===== src/sv/vrx_pkg.sv =====
// ----------------------------------------------------------------------------
// vrx_pkg
// Shared types and constants of the video-transmitter response receiver.
// ----------------------------------------------------------------------------
`default_nettype none

package vrx_pkg;

	// Frame layout
	localparam int unsigned FrameLen = 16;
	localparam int unsigned PosW     = $clog2(FrameLen);
	localparam int unsigned CksumPos = 14;

	localparam logic [7:0] LEN_BYTE      = 8'h0F;
	localparam logic [7:0] CODE_LIMITS   = 8'h72; // 'r'
	localparam logic [7:0] CODE_SETTINGS = 8'h76; // 'v'
	localparam logic [7:0] CODE_TEMP     = 8'h73; // 's'

	// Request action codes
	localparam logic ACT_BYTE   = 1'b0;
	localparam logic ACT_RESYNC = 1'b1;

	typedef enum logic [1:0] {
		PH_WAIT_LEN  = 2'd0,
		PH_WAIT_CODE = 2'd1,
		PH_DATA      = 2'd2
	} rx_phase_t;

	typedef enum logic [1:0] {
		KIND_LIMITS   = 2'd0,
		KIND_SETTINGS = 2'd1,
		KIND_TEMP     = 2'd2
	} kind_t;

	typedef struct packed {
		logic       action;
		logic [7:0] rx_byte;
	} in_item_t;

	typedef struct packed {
		logic [1:0]         response_kind;
		logic [15:0]        min_frequency;
		logic [15:0]        max_frequency;
		logic [15:0]        max_power;
		logic [15:0]        current_frequency;
		logic [15:0]        configured_power;
		logic [7:0]         pit_mode;
		logic [15:0]        actual_power;
		logic signed [15:0] temperature;
	} out_item_t;

	// Completed frame from the framer to the decoder
	typedef struct packed {
		logic       done;   // good frame finished this cycle
		logic [7:0] code;   // byte 1
		logic [15:0] w2;    // bytes 2,3
		logic [15:0] w4;    // bytes 4,5
		logic [15:0] w6;    // bytes 6,7
		logic [15:0] w8;    // bytes 8,9
	} frame_evt_t;

endpackage

`default_nettype wire


===== src/sv/vrx_in_if.sv =====
// ----------------------------------------------------------------------------
// vrx_in_if
// Request channel carrying received bytes and resync actions.
// ----------------------------------------------------------------------------
`default_nettype none

interface vrx_in_if;
	logic              valid;
	logic              ready;
	vrx_pkg::in_item_t item;

	modport source (output valid, output item, input ready);
	modport sink   (input valid, input item, output ready);
endinterface

`default_nettype wire


===== src/sv/vrx_out_if.sv =====
// ----------------------------------------------------------------------------
// vrx_out_if
// Result channel carrying decoded response values.
// ----------------------------------------------------------------------------
`default_nettype none

interface vrx_out_if;
	logic               valid;
	logic               ready;
	vrx_pkg::out_item_t item;

	modport source (output valid, output item, input ready);
	modport sink   (input valid, input item, output ready);
endinterface

`default_nettype wire


===== src/sv/vrx_framer.sv =====
// ----------------------------------------------------------------------------
// vrx_framer
// Frame sync, byte capture and running checksum for 16-byte response frames.
// ----------------------------------------------------------------------------
`default_nettype none

module vrx_framer (
	input  wire logic              clk,
	input  wire logic              arst_n,
	input  wire logic              fire,      // request accepted this cycle
	input  wire vrx_pkg::in_item_t req,
	output vrx_pkg::frame_evt_t    evt,
	output logic                   last_byte  // next byte may finish a frame
);
	import vrx_pkg::*;

	rx_phase_t        phase_q, phase_n;
	logic [PosW-1:0]  pos_q, pos_n;
	logic [7:0]       sum_q, sum_n;
	logic [7:0]       frame_q [FrameLen];
	logic             is_byte;
	logic             code_ok;
	logic             at_last;

	assign is_byte = fire && (req.action == ACT_BYTE);
	assign code_ok = (req.rx_byte == CODE_LIMITS) || (req.rx_byte == CODE_SETTINGS) ||
	                 (req.rx_byte == CODE_TEMP);
	assign at_last = (pos_q == PosW'(FrameLen - 1));

	// Next phase, position and checksum
	always_comb begin
		phase_n = phase_q;
		pos_n   = pos_q;
		sum_n   = sum_q;
		if (fire && req.action == ACT_RESYNC) begin
			phase_n = PH_WAIT_LEN;
			pos_n   = '0;
			sum_n   = '0;
		end else if (is_byte) begin
			pos_n = pos_q + 1'b1;
			if (pos_q >= PosW'(1) && pos_q < PosW'(CksumPos))
				sum_n = sum_q + req.rx_byte;
			case (phase_q)
				PH_WAIT_LEN: begin
					if (req.rx_byte == LEN_BYTE) begin
						phase_n = PH_WAIT_CODE;
					end else begin
						pos_n = '0;
						sum_n = '0;
					end
				end
				PH_WAIT_CODE: begin
					if (code_ok) begin
						phase_n = PH_DATA;
					end else begin
						phase_n = PH_WAIT_LEN;
						pos_n   = '0;
						sum_n   = '0;
					end
				end
				PH_DATA: begin
					if (at_last) begin
						phase_n = PH_WAIT_LEN;
						pos_n   = '0;
						sum_n   = '0;
					end
				end
				default: begin
					phase_n = PH_WAIT_LEN;
					pos_n   = '0;
					sum_n   = '0;
				end
			endcase
		end
	end

	// Frame completion and decoder view of the stored bytes
	always_comb begin
		last_byte = (phase_q == PH_DATA) && at_last;
		evt.done  = is_byte && last_byte && (frame_q[CksumPos] == sum_q) &&
		            (req.rx_byte == 8'h00);
		evt.code  = frame_q[1];
		evt.w2    = {frame_q[3], frame_q[2]};
		evt.w4    = {frame_q[5], frame_q[4]};
		evt.w6    = {frame_q[7], frame_q[6]};
		evt.w8    = {frame_q[9], frame_q[8]};
	end

	always_ff @(posedge clk or negedge arst_n) begin
		if (!arst_n) begin
			phase_q <= PH_WAIT_LEN;
			pos_q   <= '0;
			sum_q   <= '0;
		end else begin
			phase_q <= phase_n;
			pos_q   <= pos_n;
			sum_q   <= sum_n;
		end
	end

	// Capture each byte at its frame position
	always_ff @(posedge clk) begin
		if (is_byte)
			frame_q[pos_q] <= req.rx_byte;
	end

endmodule

`default_nettype wire


===== src/sv/vrx_decoder.sv =====
// ----------------------------------------------------------------------------
// vrx_decoder
// Field decode of good frames into held values, and the result register.
// ----------------------------------------------------------------------------
`default_nettype none

module vrx_decoder (
	input  wire logic                clk,
	input  wire logic                arst_n,
	input  wire vrx_pkg::frame_evt_t evt,
	input  wire logic                out_ready,
	output logic                     out_valid,
	output vrx_pkg::out_item_t       out_item,
	output logic                     room       // result register can load
);
	import vrx_pkg::*;

	kind_t       kind_q, kind_n;
	logic        valid_q;
	logic        load;
	logic [15:0] key;
	logic        known;
	logic [15:0] min_freq_q, max_freq_q, max_power_q;
	logic [15:0] cur_freq_q, conf_power_q, act_power_q;
	logic [7:0]  pit_mode_q;
	logic [15:0] temp_q;

	// Select kind and key field from the response code
	always_comb begin
		known  = 1'b1;
		kind_n = KIND_LIMITS;
		key    = evt.w2;
		case (evt.code)
			CODE_LIMITS:   kind_n = KIND_LIMITS;
			CODE_SETTINGS: kind_n = KIND_SETTINGS;
			CODE_TEMP: begin
				kind_n = KIND_TEMP;
				key    = evt.w6;
			end
			default:       known = 1'b0;
		endcase
	end

	assign room = !valid_q || out_ready;
	assign load = evt.done && known && (key != 16'h0000);

	// Result handshake
	always_ff @(posedge clk or negedge arst_n) begin
		if (!arst_n) begin
			valid_q <= 1'b0;
			kind_q  <= KIND_LIMITS;
		end else begin
			if (load) begin
				valid_q <= 1'b1;
				kind_q  <= kind_n;
			end else if (out_ready) begin
				valid_q <= 1'b0;
			end
		end
	end

	// Update the held values of the decoded response
	always_ff @(posedge clk or negedge arst_n) begin
		if (!arst_n) begin
			min_freq_q   <= '0;
			max_freq_q   <= '0;
			max_power_q  <= '0;
			cur_freq_q   <= '0;
			conf_power_q <= '0;
			pit_mode_q   <= '0;
			act_power_q  <= '0;
			temp_q       <= '0;
		end else if (load) begin
			case (kind_n)
				KIND_LIMITS: begin
					min_freq_q  <= evt.w2;
					max_freq_q  <= evt.w4;
					max_power_q <= evt.w6;
				end
				KIND_SETTINGS: begin
					cur_freq_q   <= evt.w2;
					conf_power_q <= evt.w4;
					pit_mode_q   <= evt.w6[15:8];
					act_power_q  <= evt.w8;
				end
				KIND_TEMP:     temp_q <= evt.w6;
				default:       ;
			endcase
		end
	end

	// Held values stay put while a result waits, so they drive the payload
	always_comb begin
		out_valid                  = valid_q;
		out_item.response_kind     = kind_q;
		out_item.min_frequency     = min_freq_q;
		out_item.max_frequency     = max_freq_q;
		out_item.max_power         = max_power_q;
		out_item.current_frequency = cur_freq_q;
		out_item.configured_power  = conf_power_q;
		out_item.pit_mode          = pit_mode_q;
		out_item.actual_power      = act_power_q;
		out_item.temperature       = temp_q;
	end

endmodule

`default_nettype wire


===== src/sv/vtx_response_frame_receiver.sv =====
// ----------------------------------------------------------------------------
// vtx_response_frame_receiver
// Receives 16-byte video-transmitter response frames and decodes them.
//
// Request channel in_ch: one byte per request (action 0) or a resync
// (action 1) that drops any partial frame and waits for the length byte.
// Result channel out_ch: one result per good frame with a nonzero key,
// carrying every held value; the result appears in the cycle after the
// request that carries the last frame byte.
// Throughput: one request per cycle. The only limit is the result register:
// while it holds an untaken result, the request that arrives at byte 15 of a
// synced frame, byte or resync alike, is held off; all other requests flow
// freely.
// Reset: receiver waits for the length byte, all held values read zero,
// no result is pending.
// ----------------------------------------------------------------------------
`default_nettype none

module vtx_response_frame_receiver (
	input wire logic  clk,
	input wire logic  arst_n,
	vrx_in_if.sink    in_ch,
	vrx_out_if.source out_ch
);
	import vrx_pkg::*;

	frame_evt_t evt;
	logic       last_byte;
	logic       room;
	logic       fire;

	assign in_ch.ready = !last_byte || room;
	assign fire        = in_ch.valid && in_ch.ready;

	vrx_framer u_framer (
		.clk       (clk),
		.arst_n    (arst_n),
		.fire      (fire),
		.req       (in_ch.item),
		.evt       (evt),
		.last_byte (last_byte)
	);

	vrx_decoder u_decoder (
		.clk       (clk),
		.arst_n    (arst_n),
		.evt       (evt),
		.out_ready (out_ch.ready),
		.out_valid (out_ch.valid),
		.out_item  (out_ch.item),
		.room      (room)
	);

endmodule

`default_nettype wire


===== src/flat_wrapper.sv =====
// flat-port wrapper written by rule: the top's interface ports become plain ports
module vtx_response_frame_receiver_flat import vrx_pkg::*;
  (clk, arst_n, in_ch_valid, in_ch_item, in_ch_ready, out_ch_valid, out_ch_item, out_ch_ready);
  vrx_in_if in_ch_i ();
  vrx_out_if out_ch_i ();
  input wire logic clk;
  input wire logic arst_n;
  input wire logic [$bits(in_ch_i.valid)-1:0] in_ch_valid;
  input wire logic [$bits(in_ch_i.item)-1:0] in_ch_item;
  output wire logic [$bits(in_ch_i.ready)-1:0] in_ch_ready;
  output wire logic [$bits(out_ch_i.valid)-1:0] out_ch_valid;
  output wire logic [$bits(out_ch_i.item)-1:0] out_ch_item;
  input wire logic [$bits(out_ch_i.ready)-1:0] out_ch_ready;
  assign in_ch_i.valid = in_ch_valid;
  assign in_ch_i.item = in_ch_item;
  assign in_ch_ready = in_ch_i.ready;
  assign out_ch_valid = out_ch_i.valid;
  assign out_ch_item = out_ch_i.item;
  assign out_ch_i.ready = out_ch_ready;
  vtx_response_frame_receiver u_core (.clk(clk), .arst_n(arst_n), .in_ch(in_ch_i), .out_ch(out_ch_i));
endmodule

===== config.mk =====
export PLATFORM = sky130hd
export DESIGN_NAME = vtx_response_frame_receiver_flat
export DESIGN_NICKNAME = d
export VERILOG_FILES = /design/src/sv/vrx_pkg.sv /design/src/sv/vrx_in_if.sv /design/src/sv/vrx_out_if.sv /design/src/sv/vrx_framer.sv /design/src/sv/vrx_decoder.sv /design/src/sv/vtx_response_frame_receiver.sv /design/src/flat_wrapper.sv
export SDC_FILE = /design/constraint.sdc
export NUM_CORES = 1
export LEC_CHECK = 0
export BUFFER_PORTS_ARGS = -buffer_cell sky130_fd_sc_hd__buf_4
export CAP_MARGIN = 40
export CORE_AREA = 3 3 159 161
export CTS_BUF_LIST = sky130_fd_sc_hd__clkbuf_4
export CTS_CLUSTER_SIZE = 16
export DETAILED_ROUTE_END_ITERATION = 8
export DIE_AREA = 0 0 162 164
export MAX_ROUTING_LAYER = met4
export PLACE_DENSITY_LB_ADDON = 0.25
export SYNTH_ARGS = -nofsm -noshare
export SYNTH_HDL_FRONTEND = slang
export SYNTH_SLANG_ARGS = --single-unit

===== constraint.sdc =====
create_clock -name clk -period 2.8 [get_ports clk]
set_input_delay 0.56 -clock clk [delete_from_list [all_inputs] [get_ports clk]]
set_output_delay 0.56 -clock clk [all_outputs]
set_load 0.05 [all_outputs]

# After elaboration in Yosys (flattened, before gate mapping)
# Memories as Yosys holds them, arrays and structs flattened. A register that Yosys moved wholly into a read port is not among the register bits.
# Index checks and enable logic that the tools add are counted.
# W data, S select, Z words.
dict set report totals {
  regBits 121
  mem_bits_rw 128
  input_bits 13
  output_inout_bits 124
  elab_cells 88
  memories 1
}
dict set report op_classes {
  add_sub_neg 2
  magnitude_cmp 2
  eq_ne 15
  n_mux 26
  bitwise 1
  n_reduce_logical 29
}
# name words word_bits rd rd_clocked_by_memory_dff wr line_no
set mem_list {}
lappend mem_list {u_core.u_framer.frame_q 16 8 10 2 1 vrx_framer.sv:20} ;# logic [7:0] frame_q [FrameLen];
# op count
set ops {}
lappend ops {{$eq A8 B7 Y1 const B} 6}
lappend ops {{$mux W8} 6}
lappend ops {{$pmux W8 S3} 1}
lappend ops {{$mux W4} 5}
lappend ops {{$mux W16} 1}
lappend ops {{$reduce_bool A16 Y1} 1}
lappend ops {{$pmux W4 S3} 1}
lappend ops {{$logic_and A1 B1 Y1} 10}
lappend ops {{$mux W2} 5}
lappend ops {{$add A8 B8 Y8} 1}
lappend ops {{$eq A8 B4 Y1 const B} 1}
lappend ops {{$eq A8 B8 Y1} 1}
lappend ops {{$logic_not A8 Y1} 1}
lappend ops {{$ne A3 B3 Y1 const B} 2}
lappend ops {{$pmux W2 S3} 1}
lappend ops {{$reduce_and A2 Y1} 3}
lappend ops {{$mux W1} 5}
lappend ops {{$add A4 B1 Y4 const B} 1}
lappend ops {{$eq A2 B1 Y1 const B} 2}
lappend ops {{$eq A2 B2 Y1 const B} 2}
lappend ops {{$eq A4 B4 Y1 const B} 1}
lappend ops {{$ge A4 B1 Y1 const B} 1}
lappend ops {{$logic_not A1 Y1} 4}
lappend ops {{$logic_not A2 Y1} 2}
lappend ops {{7 further kinds} 11}

# Depth between registers and ports, before layout
dict set report depth {
  word_depth 12
  mapped_depth 8
  mapped_depth_nobuf 7
}

# Modules after synthesis
# A second synthesis with hierarchy kept.
dict set report unflattened {
  cells_unflattened 493
  area_unflattened_um2 8625.8
}
# module n_inst cells_per_inst area_each_um2 seq_area_each_um2
set by_module_without_submodules {}
lappend by_module_without_submodules {vrx_decoder 1 280 4959.8 3078.0}
lappend by_module_without_submodules {vrx_framer 1 211 3643.5 2752.6}
lappend by_module_without_submodules {vtx_response_frame_receiver 1 2 22.5 0.0}

# Worst setup path after synthesis
# OpenSTA, ideal clock, no wires.
dict set report synth_timing {
  path_type {input port to flip-flop}
  startpoint {input in_ch_item[5]}
  endpoint {register u_core.u_decoder.min_freq_q[0]}
  setup_time_ps 127
  t_arrival_ps 2393
  required_ps 2673
  setup_slack_ps 279
  path_stages 7
  n_path_buf 2
  path_cell_list {or4_4 nor4_2 nand4_1 nor3_2 buf_4 buf_6 mux2_1}
}
dict set report synth_between {
  elab_chain_cells 5
}
# item line_no
set synth_lines {}
lappend synth_lines {{start: declaration} flat_wrapper.sv:9} ;# input wire logic [$bits(in_ch_i.item)-1:0] in_ch_item;
lappend synth_lines {{$logic_not A8 Y1} vrx_framer.sv:81} ;# (req.rx_byte == 8'h00);
lappend synth_lines {{$logic_and A1 B1 Y1} vrx_framer.sv:80} ;# evt.done = is_byte && last_byte && (frame_q[CksumPos] == sum_q) &&
lappend synth_lines {{$logic_and A1 B1 Y1 (2 in a row)} vrx_decoder.sv:45} ;# assign load = evt.done && known && (key != 16'h0000);
lappend synth_lines {{$reduce_and A2 Y1 (no line)} --}
lappend synth_lines {{end signal: assignment} vrx_decoder.sv:76} ;# min_freq_q <= evt.w2;
lappend synth_lines {{end: declaration} vrx_decoder.sv:23} ;# logic [15:0] min_freq_q, max_freq_q, max_power_q;
# No other way between the ends.
# A chain may end at the register's enable or synchronous reset.

# Worst setup path after layout
dict set report layout_timing {
  startpoint {register u_core.u_framer.pos_q[0]}
  endpoint {output in_ch_ready}
}
dict set report layout_between {
  elab_chain_cells 4
}
# item line_no
set layout_lines {}
lappend layout_lines {{start: declaration} vrx_framer.sv:18} ;# logic [PosW-1:0] pos_q, pos_n;
lappend layout_lines {{start signal: assignment} vrx_framer.sv:96} ;# pos_q <= pos_n;
lappend layout_lines {{$eq A4 B4 Y1} vrx_framer.sv:28} ;# assign at_last = (pos_q == PosW'(FrameLen - 1));
lappend layout_lines {{$logic_and A1 B1 Y1} vrx_framer.sv:79} ;# last_byte = (phase_q == PH_DATA) && at_last;
lappend layout_lines {{$logic_not A1 Y1} vtx_response_frame_receiver.sv:32} ;# assign in_ch.ready = !last_byte || room;
lappend layout_lines {{$logic_or A1 B1 Y1} vtx_response_frame_receiver.sv:32}
lappend layout_lines {{end: declaration} flat_wrapper.sv:10} ;# output wire logic [$bits(in_ch_i.ready)-1:0] in_ch_ready;
# No other way between the ends.

==> impl_metrics.ini <==
[finish]
final_nets = 730
finish.instance_area_um2 = 10800
drive_above_1_share_pct = 46.7
area.growth.synth_to_final_pct = 28.6
final_cell_mix = buf_4 (153), dfrtp_1 (137), clkbuf_4 (99), mux2_2 (82), edfxtp_1 (80)
final_cells = 1076
final_common_cell = buf_4
final_util_pct = 44.6

[critical_path]
cp.required_ns = 2.24
critPathMaxFanout = 6
cp_slowest_cell = dfrtp_1
r2r_slack_ns = 0.31
critPathMaxStageDelay_ns = 0.43
worstPathArrival_ns = 1.96
cp-end-kind = output pin
r2r_start = u_core.u_framer.pos_q[0]
cp_num_cells = 4
crit_start = u_core.u_framer.pos_q[0]
startpoint_type = register
crit_family = flip-flops
crit_chain = ha_1 > and3_1 > nand3_1 > buf_4
crit_end = in_ch_ready
r2r-end = u_core.u_decoder.max_freq_q[7]
path_buf_inv = 1
worstSetupPathType = register to output pin
reg2reg_depth = 8

[synth]
syn_area_um2 = 8360
synthMuxAreaShare_pct = 16.4
synth.avg_cell_area_um2 = 16.7
synth_edf_count = 80
synth-main-ff-cell = dfrtp_1
synth_area_leader_cell = dfrtp_1
synth-compound-area-share_pct = 3.23
synth_xor_area_share_pct = 1.26
synth_cell_types = 52
ys_async_sr_fraction_pct = 63.1
synth-adder-area-share_pct = 1.89
synth-simple-area-share_pct = 5.79
synth_nets = 527
ys_seq_area_share_pct = 69.7
yosysTopAreaCellShare_pct = 41.0
synth_top_family_by_area = multiplexers
ys_ff_latch = 217
netlist_top_cells_area = dfrtp_1 (41%), edfxtp_1 (29%), mux2_2 (11%)
syn_inst = 502
yosys_warnings = 0

[power]
comb_power_share_pct = 2.2
p_per_area_nw_per_um2 = 585
ir_worst_vdd_v = 0.000231
finalPower_w = 0.00629
seq_power_share_pct = 52.4
p_int_w = 0.00499
p_sw_share_pct = 20.7
power.switching_w = 0.00130
leakagePower_nw = 5.15
clkPwrFrac_pct = 45.4

[floorplanning]
die-area_um2 = 26600
rows = 57
die_y_um = 164
start_util_pct = 34.7
top_level_ports = 137
dieWidth_um = 162
core_um2 = 24100

[drt]
wirelength_um = 20000
wl_per_cell_um = 18.6
drc = 0
dr.pass1.iters = 4
drt_iter0_drc = 190
antenna_left = 0
vias_per_cell = 4.75
via_count = 5116

[clocking]
numCtsBuffers = 55
cts-resized-gates = 0
clk_latency_ns = 0.63
cts_tree = done
clock-root-buffer = clkbuf_4
postCtsSetupRepairBufs = 0
clock-sinks = 217
path_clk_slew_ns = 0.07
htreeDepth = 2
ctsLongestPathBuffers = 3

[grt]
grt_pass1_wl_um = 31000
antenna_found_initial = 1
grt-ovfl-total = 0
grt_pass1_vias = 5543
grt_max_degree = 59
grt_usage_pct = 15.6

[timing]
worst_pin_slew_ns = 0.569
fin_crit_sh_pct = 89.9
hold_violations = 0
setup-violations-final = 0
rsz0062_at_grt = no
final.setup_skew_ns = 0.0192
maxSlewHeadroom_pct = 62.1
slew_violations = 0
layout_min_cycle_time_ns = 2.52
fmax_mhz = 397

[placed_design]
place_congestion = 0.808
hpwl_um = 13500
placed_cell_area_um2 = 9950
io_buffers = 136
dp.cells = 971

[hold_path]
hold_class = input port to register

[run_status]
status = finished, final reports clean

[job]
drv_cap = 0
-- synthesized netlist by cell type (6+ instances only) --
cell,number
dfrtp_1,137
mux2_2,82
edfxtp_1,80
mux2_1,39
nor4_1,12
ha_1,11
xor2_1,11
nand2_1,10
inv_1,8
nor3_1,7
a22o_1,6
and2_1,6
nand3_1,6
-- metrics by stage --
stage / hold slack, ns / setup TNS (ns) / setup WS [ns]
floorplan: 0.264 / 0 / 0.279
detailed placement: 0.449 / -1.56 / -0.0594
CTS: 0.0806 / 0 / 0.220
global route: 0.0993 / 0 / 0.0901
global placement: 0.443 / -0.257 / -0.0126
finish: 0.161 / 0 / 0.283
-- area by class of cell --
type / instances / area, um^2
Multi-Input combinational cell: 262 / 2410
Clock buffer: 99 / 743
Antenna cell: 1 / 2.50
Sequential cell: 217 / 5830
Fill cell: 2247 / 13400
Inverter: 8 / 30.0
Tap cell: 324 / 405
Timing Repair Buffer: 161 / 1290
Clock inverter: 4 / 41.3
-- sequential cells by signal, indices dropped and copies added (netlist names), 16 cells and up --
register,count
u_core.u_decoder.min_freq_q,16
u_core.u_decoder.cur_freq_q,16
u_core.u_decoder.conf_power_q,16
u_core.u_decoder.temp_q,16
u_core.u_decoder.max_power_q,16
u_core.u_framer.frame_q,80
u_core.u_decoder.act_power_q,16
u_core.u_decoder.max_freq_q,16
-- power groups by stage --
stage               Sequential, W  Clock, W  Combinational [W]
floorplan                 0.00336         0          0.0000215
global placement          0.00336         0           0.000137
detailed placement        0.00336         0           0.000141
CTS                       0.00330   0.00297           0.000142
global route              0.00329   0.00315           0.000155
finish                    0.00330   0.00286           0.000137
-- routing by layer --
metal | GRT usage (%) | wire, um
met1 | 19.2 | 8620
met2 | 25.1 | 9920
met5 | - | 0
met3 | 3.51 | 918
met4 | 6.79 | 544
-- repair_timing --
item / 4_1_cts / 5_1_grt
hold endpoints to repair: 56 / 0
hold buffers: 1 / 0
setup endpoints to repair: 0 / 0
-- logic make-up after synthesis --
| kind of cell | count (synthesis) |
|---|---|
| adders and majority gates | 12 |
| and+or+nand+nor | 79 |
| AOI/OAI and AO/OA | 37 |
| xor gates and xnor gates | 12 |
| muxes | 122 |
| buffers and inverters | 23 |
| DFF | 217 |
-- worst min path at each step --
stage | startpoint | end | slack [ns] | depth (start not counted)
5_1_grt | in_ch_valid | u_core.u_framer.phase_q[0] | 0.1 | 2
2_1_floorplan | arst_n | u_core.u_decoder.act_power_q[0] | 0.26 | 0
6_report | in_ch_valid | u_core.u_framer.phase_q[0] | 0.16 | 2
4_1_cts | in_ch_valid | u_core.u_framer.phase_q[0] | 0.08 | 2
3_3_place_gp | u_core.u_framer.frame_q[9][2] | u_core.u_decoder.act_power_q[10] | 0.44 | 1
3_5_place_dp | u_core.u_framer.frame_q[8][7] | u_core.u_decoder.act_power_q[7] | 0.45 | 1
(Power assumes the default switching activity.)
